**config.mk**
```make
export PLATFORM = sky130hd
export DESIGN_NAME = floppy_lba_command_formatter_unit
export DESIGN_NICKNAME = d
export VERILOG_FILES = /design/src/hw/rtl/flcf_pkg.sv /design/src/hw/rtl/floppy_lba_command_formatter_unit.sv
export SDC_FILE = /design/constraint.sdc
export NUM_CORES = 1
export LEC_CHECK = 0
export BUFFER_PORTS_ARGS = -buffer_cell sky130_fd_sc_hd__buf_2
export CAP_MARGIN = 20
export CORE_MARGIN = 1.5
export CORE_UTILIZATION = 60
export CTS_BUF_LIST = sky130_fd_sc_hd__clkbuf_16
export DETAILED_ROUTE_END_ITERATION = 12
export PLACE_DENSITY = 0.77
export SYNTH_ARGS = -nofsm -noshare
export SYNTH_HDL_FRONTEND = slang
export SYNTH_SLANG_ARGS = --single-unit
```
**constraint.sdc**
```tcl
create_clock -name clock -period 10.9 [get_ports clock]
set_clock_uncertainty 0.2 [all_clocks]
set_input_delay 0.545 -clock clock [delete_from_list [all_inputs] [get_ports clock]]
set_output_delay 0.545 -clock clock [all_outputs]
set_load 0.005 [all_outputs]
```
**src/hw/rtl/flcf_pkg.sv**
```systemverilog
// Package for the floppy LBA command formatter.
// Transaction structs, register indexes, reset values and command byte constants.
// No dependencies.
package flcf_pkg;

   typedef struct packed {
      logic [15:0] block_number;
      logic        is_read;
   } req_payload_type;

   typedef struct packed {
      logic [7:0] command_byte;
      logic [3:0] byte_position;
      logic       last_byte;
      logic       range_error;
   } rsp_payload_type;

   localparam logic [2:0] REG_SECTORS_PER_TRACK = 3'd0;
   localparam logic [2:0] REG_HEAD_COUNT        = 3'd1;
   localparam logic [2:0] REG_GAP_LENGTH        = 3'd2;
   localparam logic [2:0] REG_READ_OPCODE       = 3'd3;
   localparam logic [2:0] REG_WRITE_OPCODE      = 3'd4;

   localparam logic [5:0] SPT_RESET    = 6'd18;
   localparam logic [1:0] HEADS_RESET  = 2'd2;
   localparam logic [7:0] GAP_RESET    = 8'h1B;
   localparam logic [7:0] RD_OP_RESET  = 8'd230;
   localparam logic [7:0] WR_OP_RESET  = 8'd197;

   localparam logic [7:0] SIZE_CODE    = 8'h02;
   localparam logic [7:0] DTL_BYTE     = 8'hFF;

   localparam logic [3:0] POS_OPCODE   = 4'd0;
   localparam logic [3:0] POS_HEAD_SEL = 4'd1;
   localparam logic [3:0] POS_CYL      = 4'd2;
   localparam logic [3:0] POS_HEAD     = 4'd3;
   localparam logic [3:0] POS_SECTOR   = 4'd4;
   localparam logic [3:0] POS_SIZE     = 4'd5;
   localparam logic [3:0] POS_EOT      = 4'd6;
   localparam logic [3:0] POS_GAP      = 4'd7;
   localparam logic [3:0] POS_DTL      = 4'd8;

   // floor(x / 3) == (x * RECIP_3) >> 17 for every 16-bit x
   localparam logic [16:0] RECIP_3     = 17'd43691;

endpackage

```
**src/hw/rtl/floppy_lba_command_formatter_unit.sv**
```systemverilog
// Floppy LBA command formatter: block number to CHS, then nine-byte command stream.
// Uses flcf_pkg for transaction structs and constants.
//
// Usage:
//  - Request: drive req_data and raise start; the transaction is taken at a rising
//    edge with start high and busy low. Requests may be issued every cycle while
//    busy is low.
//  - Response: nine transactions per request (opcode, head<<2, cylinder, head,
//    sector, size code, sectors per track, gap, 0xFF), each valid for one cycle
//    with rsp_strobe high; the ninth has last_byte set. A cylinder above 255, or a
//    zero sector or head count, gives a single transaction with range_error set.
//  - CSR: csr_valid/csr_ready write channel; csr_ready is always high. Write only
//    while no request is in flight. Indexes beyond 4 are ignored.
//  - Pipeline: the accepted request is registered, then passes a 16-bit restoring
//    divide over four stages of four bits, a divide by the head count, a head/range
//    stage, then the byte serializer that drives the response ports.
//  - Throughput: the serializer sends one byte per cycle and takes a new request
//    only after the last byte of the one before; an error request gives one transaction.
//    Up to seven requests queue; busy rises when the serializer cannot drain the pipeline.
//  - Reset: synchronous; empties the pipeline and loads the default geometry
//    (18 sectors, 2 heads, gap 0x1B, read 0xE6, write 0xC5).
//  - The receiver cannot stall; no response is ever held back from the ports.
module floppy_lba_command_formatter_unit
   import flcf_pkg::*;
(
   input  logic            clock,
   input  logic            reset,
   input  logic            start,
   output logic            busy,
   input  req_payload_type req_data,
   output logic            rsp_strobe,
   output rsp_payload_type rsp_payload,
   input  logic            csr_valid,
   output logic            csr_ready,
   input  logic [2:0]      csr_index,
   input  logic [7:0]      csr_data
);

   typedef struct packed {
      logic        valid;
      logic        is_read;
      logic [15:0] num;
      logic [15:0] quot;
      logic [5:0]  rem;
   } div_stage_type;

   typedef struct packed {
      logic        valid;
      logic        is_read;
      logic [15:0] quot;
      logic [5:0]  rem;
      logic [15:0] cyl;
   } mid_stage_type;

   typedef struct packed {
      logic       valid;
      logic       is_read;
      logic       err;
      logic [7:0] cyl;
      logic [1:0] head;
      logic [5:0] sector;
   } fin_stage_type;

   logic [5:0] spt_ff, spt_in;
   logic [1:0] heads_ff, heads_in;
   logic [7:0] gap_ff, gap_in;
   logic [7:0] rd_op_ff, rd_op_in;
   logic [7:0] wr_op_ff, wr_op_in;

   div_stage_type div_ff [0:4];
   div_stage_type div_in [0:4];
   mid_stage_type mid_ff, mid_in;
   fin_stage_type fin_ff, fin_in;
   fin_stage_type ser_ff, ser_in;
   logic [3:0]    pos_ff, pos_in;

   logic        advance;
   logic        accept;
   logic        ser_free;
   logic [32:0] prod3;
   logic [17:0] prod_hc;

   function automatic div_stage_type div_step(div_stage_type s, logic [5:0] d);
      logic [6:0]    t;
      div_stage_type r;
      r = s;
      t = {s.rem, s.num[15]};
      r.num = {s.num[14:0], 1'b0};
      if (t >= {1'b0, d}) begin
         r.rem  = 6'(t - {1'b0, d});
         r.quot = {s.quot[14:0], 1'b1};
      end else begin
         r.rem  = t[5:0];
         r.quot = {s.quot[14:0], 1'b0};
      end
      return r;
   endfunction

   assign csr_ready = 1'b1;
   assign advance   = !(fin_ff.valid && !ser_free);
   assign busy      = !advance;
   assign accept    = start && !busy;

   // configuration registers
   always_comb begin
      spt_in   = spt_ff;
      heads_in = heads_ff;
      gap_in   = gap_ff;
      rd_op_in = rd_op_ff;
      wr_op_in = wr_op_ff;
      if (csr_valid && csr_ready) begin
         case (csr_index)
            REG_SECTORS_PER_TRACK: spt_in   = csr_data[5:0];
            REG_HEAD_COUNT:        heads_in = csr_data[1:0];
            REG_GAP_LENGTH:        gap_in   = csr_data;
            REG_READ_OPCODE:       rd_op_in = csr_data;
            REG_WRITE_OPCODE:      wr_op_in = csr_data;
            default: ;
         endcase
      end
   end

   // divide pipeline: block / sectors_per_track, four quotient bits per stage
   always_comb begin
      div_in[0].valid   = accept;
      div_in[0].is_read = req_data.is_read;
      div_in[0].num     = req_data.block_number;
      div_in[0].quot    = '0;
      div_in[0].rem     = '0;
      for (int s = 1; s < 5; s++) begin
         div_in[s] = div_ff[s-1];
         for (int k = 0; k < 4; k++) begin
            div_in[s] = div_step(div_in[s], spt_ff);
         end
      end
   end

   // divide quotient by head count
   always_comb begin
      prod3          = 33'(div_ff[4].quot) * 33'(RECIP_3);
      mid_in.valid   = div_ff[4].valid;
      mid_in.is_read = div_ff[4].is_read;
      mid_in.quot    = div_ff[4].quot;
      mid_in.rem     = div_ff[4].rem;
      case (heads_ff)
         2'd2:    mid_in.cyl = {1'b0, div_ff[4].quot[15:1]};
         2'd3:    mid_in.cyl = prod3[32:17];
         default: mid_in.cyl = div_ff[4].quot;
      endcase
   end

   // head, sector and range check
   always_comb begin
      prod_hc        = {2'b00, mid_ff.cyl} * {16'd0, heads_ff};
      fin_in.valid   = mid_ff.valid;
      fin_in.is_read = mid_ff.is_read;
      fin_in.err     = (spt_ff == '0) || (heads_ff == '0) || (mid_ff.cyl[15:8] != '0);
      fin_in.cyl     = mid_ff.cyl[7:0];
      fin_in.head    = 2'(mid_ff.quot[1:0] - prod_hc[1:0]);
      fin_in.sector  = 6'(mid_ff.rem + 6'd1);
   end

   // byte serializer
   always_comb begin
      rsp_strobe                = ser_ff.valid;
      rsp_payload.range_error   = ser_ff.err;
      rsp_payload.byte_position = ser_ff.err ? POS_OPCODE : pos_ff;
      rsp_payload.last_byte     = ser_ff.err || (pos_ff == POS_DTL);
      if (ser_ff.err) begin
         rsp_payload.command_byte = '0;
      end else begin
         case (pos_ff)
            POS_OPCODE:   rsp_payload.command_byte = ser_ff.is_read ? rd_op_ff : wr_op_ff;
            POS_HEAD_SEL: rsp_payload.command_byte = {4'd0, ser_ff.head, 2'b00};
            POS_CYL:      rsp_payload.command_byte = ser_ff.cyl;
            POS_HEAD:     rsp_payload.command_byte = {6'd0, ser_ff.head};
            POS_SECTOR:   rsp_payload.command_byte = {2'b00, ser_ff.sector};
            POS_SIZE:     rsp_payload.command_byte = SIZE_CODE;
            POS_EOT:      rsp_payload.command_byte = {2'b00, spt_ff};
            POS_GAP:      rsp_payload.command_byte = gap_ff;
            POS_DTL:      rsp_payload.command_byte = DTL_BYTE;
            default:      rsp_payload.command_byte = '0;
         endcase
      end
      ser_free = !ser_ff.valid || rsp_payload.last_byte;
      ser_in   = ser_ff;
      pos_in   = pos_ff;
      if (ser_free) begin
         ser_in       = fin_ff;
         ser_in.valid = fin_ff.valid;
         pos_in       = POS_OPCODE;
      end else begin
         pos_in = 4'(pos_ff + 4'd1);
      end
   end

   always_ff @(posedge clock) begin
      if (reset) begin
         spt_ff       <= SPT_RESET;
         heads_ff     <= HEADS_RESET;
         gap_ff       <= GAP_RESET;
         rd_op_ff     <= RD_OP_RESET;
         wr_op_ff     <= WR_OP_RESET;
         for (int s = 0; s < 5; s++) begin
            div_ff[s].valid <= 1'b0;
         end
         mid_ff.valid <= 1'b0;
         fin_ff.valid <= 1'b0;
         ser_ff.valid <= 1'b0;
      end else begin
         spt_ff   <= spt_in;
         heads_ff <= heads_in;
         gap_ff   <= gap_in;
         rd_op_ff <= rd_op_in;
         wr_op_ff <= wr_op_in;
         if (advance) begin
            for (int s = 0; s < 5; s++) begin
               div_ff[s] <= div_in[s];
            end
            mid_ff <= mid_in;
            fin_ff <= fin_in;
         end
         ser_ff <= ser_in;
      end
   end

   always_ff @(posedge clock) begin
      pos_ff <= pos_in;
   end

   a_err_single: assert property (@(posedge clock) disable iff (reset)
      rsp_strobe && rsp_payload.range_error |->
         rsp_payload.last_byte && (rsp_payload.byte_position == POS_OPCODE))
      else $error("error transaction not a single last byte");

   a_cmd_continues: assert property (@(posedge clock) disable iff (reset)
      rsp_strobe && !rsp_payload.last_byte |=>
         rsp_strobe && !rsp_payload.range_error &&
         (rsp_payload.byte_position == 4'($past(rsp_payload.byte_position) + 4'd1)))
      else $error("command stream broken");

   a_busy_cause: assert property (@(posedge clock) disable iff (reset)
      busy |-> fin_ff.valid && ser_ff.valid && !rsp_payload.last_byte)
      else $error("busy without a blocked serializer");

   a_accept_enters: assert property (@(posedge clock) disable iff (reset)
      accept |=> div_ff[0].valid)
      else $error("accepted request not in pipeline");

   a_stall_holds: assert property (@(posedge clock) disable iff (reset)
      busy |=> $stable(fin_ff))
      else $error("final stage changed during stall");

endmodule
```
==> run_results.csv, run 1 <==
group,metric,value,unit
detailed_routing,drt_iter0_drc,852,
synth,ys_seq_elements,214,
finish,final_cell_mix,"ha_1 (224), inv_1 (210), edfxtp_1 (175), nor2_1 (106), nand2_1 (102)",
hold_path,hold_path_class,"primary input to flip-flop",
detailed_routing,num_vias,12267,
clocking,cts_max_level,1,
synth,synth_nets,2018,
worst_setup_path,critPathKind,"flip-flop to flip-flop",
floorplanning,num_rows,62,
clocking,clk_latency,0.52,ns
clocking,cts-root-buf,"clkbuf_16",
grt,grt_max_degree,142,
detailed_routing,viasPerCell,5.82,
timing,slew_violations,0,
grt,grt_antenna_before_repair,0,
detailed_routing,ant_nets,0,
placed_design,io_buffers,47,
grt,grt_pass1_wl,61400,um
timing,rsz0062_at_grt,"false",
finish,fin_nets,2059,
clocking,postCtsResizedCells,0,
floorplanning,dieArea,29900,um2
synth,synth_area_per_cell,10.4,um2
job,maxCapViolations,0,
finish,num_antenna_cells,0,
clocking,clock-sinks,214,
finish,final_common_cell,"ha_1",
finish,area_delta_synth_final,7.93,%
detailed_routing,finalWirelength,36900,um
worst_setup_path,cpPeakStageDelay,0.63,ns
synth,synth_edf_count,175,
grt,grt_pass1_vias,12490,
floorplanning,ioPinCount,49,
timing,hold_viol,0,
timing,max-slew-margin-rel,0.354,
placed_design,gp_congestion,0.921,
detailed_routing,post_drt_wl_per_cell,17.5,um
clocking,path_clk_slew,0.07,ns
timing,setup-violations-final,0,
finish,drive_gt1_frac,0.0889,
placed_design,hpwlAfterDp,27900,um
floorplanning,start_util,0.607,
synth,syn_inst,1665,
worst_setup_path,end_kind,"flip-flop",
synth,synth_flop_cell,"edfxtp_1",
timing,fmax,108,MHz
worst_setup_path,cp.arrival,9.33,ns
timing,period_share,0.852,
clocking,cts_setup_buffers,0,
detailed_routing,first_pass_iters,5,
floorplanning,core_area,28500,um2
clocking,hold_buffers,0,
synth,synth_area,17300,um2
worst_setup_path,startpoint_type,"flip-flop",
timing,tightest_slew,0.969,ns
synth,ys_warn_count,0,
worst_setup_path,required,10.94,ns
finish,fillers,2261,
synth,synth_cell_types,75,
grt,grt_overflow_total,0,
detailed_routing,drc,0,
synth,postSynth.asyncResetShare,0,
worst_setup_path,critPathSlowestCell,"a211oi_2",
clocking,tritoncts,"yes",
floorplanning,die_h,173,um
synth,ys_seq_area_frac,0.348,
clocking,clockBufferDepth,3,
worst_setup_path,cp_max_fo,19,
floorplanning,die_w,173,um
clocking,cts_made_buffers,23,
grt,grt_usage,0.254,
timing,fin_setup_tns,0,ns
timing,finalCriticalPeriod,9.29,ns
outcome,status,"complete, no violations",
-- sequential cells by signal, summed over array words and instances, names as in the netlist --
signal / cells
fin_ff: 19
mid_ff: 16
rsp_strobe: 1
rsp_payload: 1
ser_ff: 17
fin_in: 10
gap_ff: 8
div_ff: 114
spt_ff: 6
heads_ff: 2
pos_ff: 4
rd_op_ff: 8
wr_op_ff: 8
-- metrics by stage --
step           worst slack (ns)  hold slack (ns)  instances  area (um2)   util
2_1_floorplan              1.71            0.200       1665       17300      -
3_3_place_gp               2.06            0.202       2064       18000  0.629
3_5_place_dp               1.73            0.205       2064       18000  0.629
4_1_cts                    1.67           0.0822       2105       18700  0.654
5_1_grt                   0.946           0.0883       2106       18700  0.655
6_report                   1.61           0.0995       2106       18700  0.655
-- critical path, delay by kind of cell (launching register included) --
kind                       cells  cell delay, ns
and+or+nand+nor                9            2.08
DFF                            1            0.31
AOI/OAI and AO/OA             15            3.48
buffers and inverters          5            0.59
muxes                          3            1.32
adders and majority gates      4            1.00
-- per-layer routing --
| layer | GRT usage | vias to the layer above | share of wire |
|---|---|---|---|
| met2 | 0.442 | 334 | 0.49 |
| met3 | 0.0286 | 72 | 0.049 |
| li1 | - | 5968 | - |
| met5 | 0 | - | 0 |
| met4 | 0.0855 | 0 | 0.031 |
| met1 | 0.330 | 5893 | 0.43 |
-- logic make-up after synthesis --
family | Yosys count | share of synthesized area
AO/OA/AOI/OAI | 310 | 0.118
multiplexers | 72 | 0.0451
flip-flops | 214 | 0.348
adder cells (fa/ha/maj) | 321 | 0.274
other | 1 | 0.000216
AND/OR/NAND/NOR | 438 | 0.130
XOR/XNOR | 59 | 0.0298
buffers and inverters | 250 | 0.0555
-- cells in the mapped netlist, drive strengths merged, types with 16 or more instances --
master,number,share of area
o21ai,72,0.021
a21oi,90,0.026
o21a,22,0.0095
nand3,18,0.0052
xor2,23,0.012
inv,207,0.045
nand2,102,0.022
edfxtp,175,0.30
xnor2,36,0.018
mux2i,29,0.017
nor2,106,0.023
and2,79,0.029
a31oi,16,0.0061
mux2,43,0.028
clkbuf,37,0.0080
ha,224,0.16
fa,97,0.11
a211oi,19,0.0091
nand4,17,0.0061
a21o,16,0.0069
nor2b,31,0.012
dfxtp,39,0.045
-- final cells by class --
type	instances	area (um2)	share of cell area
Clock buffer	23	576	0.0308
Clock inverter	18	151	0.00809
Inverter	208	788	0.0421
Multi-Input combinational cell	1201	10300	0.553
Sequential cell	214	6040	0.323
Tap cell	384	480	0.0257
Timing Repair Buffer	58	338	0.0181
-- path summary, 6_finish.rpt --
| path | cells after the start | slack [ns] | startpoint | end |
|---|---|---|---|---|
| hold reg to reg | 0 | 0.21 | fin_ff[9]$_DFFE_PP_ | ser_ff[9]$_DFFE_PP_ |
| hold / removal | 3 | 0.1 | csr_data[7] | gap_ff[7]$_SDFFE_PP0P_ |
| setup / recovery | 36 | 1.61 | spt_ff[1]$_SDFFE_PP1P_ | div_ff[0][164]$_DFFE_PP_ |
| setup reg to reg | 36 | 1.61 | spt_ff[1]$_SDFFE_PP1P_ | div_ff[0][164]$_DFFE_PP_ |
Power of run 1 is not shown: default switching activity piles up to over one toggle a cycle in this logic, so the estimate is an artifact.
==> run 2: changes to the inputs <==
CTS_BUF_LIST = sky130_fd_sc_hd__clkbuf_2 sky130_fd_sc_hd__clkbuf_4 sky130_fd_sc_hd__clkbuf_8   (was sky130_fd_sc_hd__clkbuf_16)
REMOVE_ABC_BUFFERS = 1   (was not set)
==> run 2 against run 1 <==
Against the previous run:
- first-iteration DRC count fell by 23%
- global-route usage fell by 0.44 points
- clock-buffer cell count rose by 31
- die area did not move
- worst setup slack improved by 0.00079 ns
- sequential share of layout area barely moved
- largest cell class unchanged
- maximum frequency barely moved
- utilization rose by 0.074 points
- non-clock buffer count rose by 1
- final area rose by 0.11%
- final cell count rose by 1.2%
==> run_results.csv, run 2 (synthesis gave the netlist of run 1 again) <==
group,metric,value,unit
outcome,status,"complete, no violations",
detailed_routing,first_pass_iters,5,
timing,rsz0062_at_grt,"false",
floorplanning,ioPinCount,49,
clocking,cts-root-buf,"clkbuf_8",
worst_setup_path,critPathSlowestCell,"a211oi_2",
finish,utilization,0.656,
finish,fillers,2257,
clocking,cts_made_buffers,37,
floorplanning,core_area,28500,um2
hold_path,hold_path_class,"primary input to flip-flop",
grt,grt_usage,0.249,
worst_setup_path,r2r-end,"div_ff[0][164]$_DFFE_PP_",
placed_design,io_buffers,47,
worst_setup_path,crit_family,"compound AO/OA/AOI/OAI gates",
floorplanning,num_rows,62,
worst_setup_path,startpoint_type,"flip-flop",
worst_setup_path,reg2reg_from,"spt_ff[1]$_SDFFE_PP1P_",
worst_setup_path,reg2regPathDepth,36,
finish,final_common_cell,"ha_1",
worst_setup_path,cp_max_fo,12,
detailed_routing,ant_nets,0,
floorplanning,die_w,173,um
worst_setup_path,required,10.96,ns
clocking,hold_buffers,0,
finish,area_delta_synth_final,8.05,%
detailed_routing,finalWirelength,36000,um
floorplanning,dieArea,29900,um2
worst_setup_path,r2r_slack,1.62,ns
detailed_routing,num_vias,12223,
timing,fmax,108,MHz
finish,top_register,"div_ff",
finish,fin_area,18700,um2
timing,fin_setup_tns,0,ns
worst_setup_path,end_kind,"flip-flop",
finish,final_cell_mix,"ha_1 (224), inv_1 (206), edfxtp_1 (175), nor2_1 (106), nand2_1 (102)",
placed_design,hpwlAfterDp,27800,um
grt,grt_pass1_vias,12540,
clocking,path_clk_slew,0.07,ns
hold_path,hold_end,"div_ff[0][32]$_DFFE_PP_",
finish,largest_register_ffs,114,
clocking,clk_latency,0.55,ns
grt,grt_max_degree,141,
placed_design,gp_congestion,0.949,
finish,largestRegisters,"div_ff (114), fin_ff (19), ser_ff (17)",
placed_design,place_ws,1.69,ns
clocking,cts_max_level,2,
finish,fin_nets,2074,
hold_path,min-delay-start,"req_data[11]",
timing,tightest_slew,0.883,ns
placed_design,post_dp_cell_area,18000,um2
timing,layout_setup_ws,1.62,ns
finish,num_antenna_cells,0,
clocking,postCtsResizedCells,0,
clocking,cts_setup_buffers,0,
floorplanning,start_util,0.607,
worst_setup_path,cp.arrival,9.34,ns
timing,period_share,0.852,
floorplanning,die_h,173,um
grt,grt_pass1_wl,60100,um
worst_setup_path,critPathBufInv,5,
hold_path,holdPathStages,2,
detailed_routing,drc,0,
clocking,clockBufferDepth,3,
timing,slew_violations,0,
clocking,tritoncts,"yes",
detailed_routing,viasPerCell,5.73,
detailed_routing,drt_iter0_drc,656,
detailed_routing,post_drt_wl_per_cell,16.9,um
timing,setup-violations-final,0,
worst_setup_path,critPathKind,"flip-flop to flip-flop",
worst_setup_path,cpPeakStageDelay,0.59,ns
finish,drive_gt1_frac,0.105,
timing,hold_viol,0,
grt,grt_antenna_before_repair,0,
timing,max-slew-margin-rel,0.410,
timing,finalCriticalPeriod,9.28,ns
job,maxCapViolations,0,
grt,grt_overflow_total,0,
clocking,clock-sinks,214,
-- run 2: changes by cell type in the layout (fill, tap and decap cells not counted), sizes merged --
cell / change
inv: -2
clkinv: -2
bufinv: -2
clkbuf: +31
buf: +1
-- run 2: worst reg2reg max path, delay by kind of cell, from the launching register on --
family	cells	cell delay, ns
AO/OA/AOI/OAI	15	3.40
adder cells (fa/ha/maj)	4	0.97
buffers and inverters	5	0.82
AND/OR/NAND/NOR	9	1.99
multiplexers	3	1.32
flip-flops	1	0.31
-- run 2: how the worst max path moves through the flow --
stage                                     to  slack [ns]  cells past startpoint                    from
global route        div_ff[0][164]$_DFFE_PP_        0.91                     36  spt_ff[1]$_SDFFE_PP1P_
finish              div_ff[0][164]$_DFFE_PP_        1.62                     36  spt_ff[1]$_SDFFE_PP1P_
floorplan           div_ff[0][122]$_DFFE_PP_        1.71                     36  spt_ff[1]$_SDFFE_PP1P_
detailed placement  div_ff[0][164]$_DFFE_PP_        1.69                     36  spt_ff[1]$_SDFFE_PP1P_
global placement     div_ff[0][83]$_DFFE_PP_        1.99                     33  spt_ff[3]$_SDFFE_PP0P_
CTS                 div_ff[0][164]$_DFFE_PP_        1.68                     36  spt_ff[1]$_SDFFE_PP1P_
-- run 2: layer usage --
layer | GRT usage | vias up | routed length [um]
li1 | - | 5976 | -
met1 | 0.313 | 5813 | 15100
met2 | 0.434 | 347 | 17800
met3 | 0.0345 | 87 | 1940
met4 | 0.0996 | 0 | 1240
met5 | 0 | - | 0
-- run 2: layout make-up --
type / count / area, um2 / share of cell area
multi-input cells: 1201 / 10300 / 0.552
clock inverters: 12 / 77.6 / 0.00414
clock buffers: 54 / 643 / 0.0343
repair buffers: 59 / 365 / 0.0195
well taps: 384 / 480 / 0.0257
flip-flops and latches: 214 / 6040 / 0.322
inverters: 208 / 788 / 0.0421
-- run 2: stage by stage --
stage | std cells | hold slack, ns
CTS | 2130 | 0.0404
global placement | 2064 | 0.201
global route | 2132 | 0.0582
finish | 2132 | 0.0648
floorplan | 1623 | 0.200
detailed placement | 2064 | 0.205
Power of run 2 is left out for the same reason.
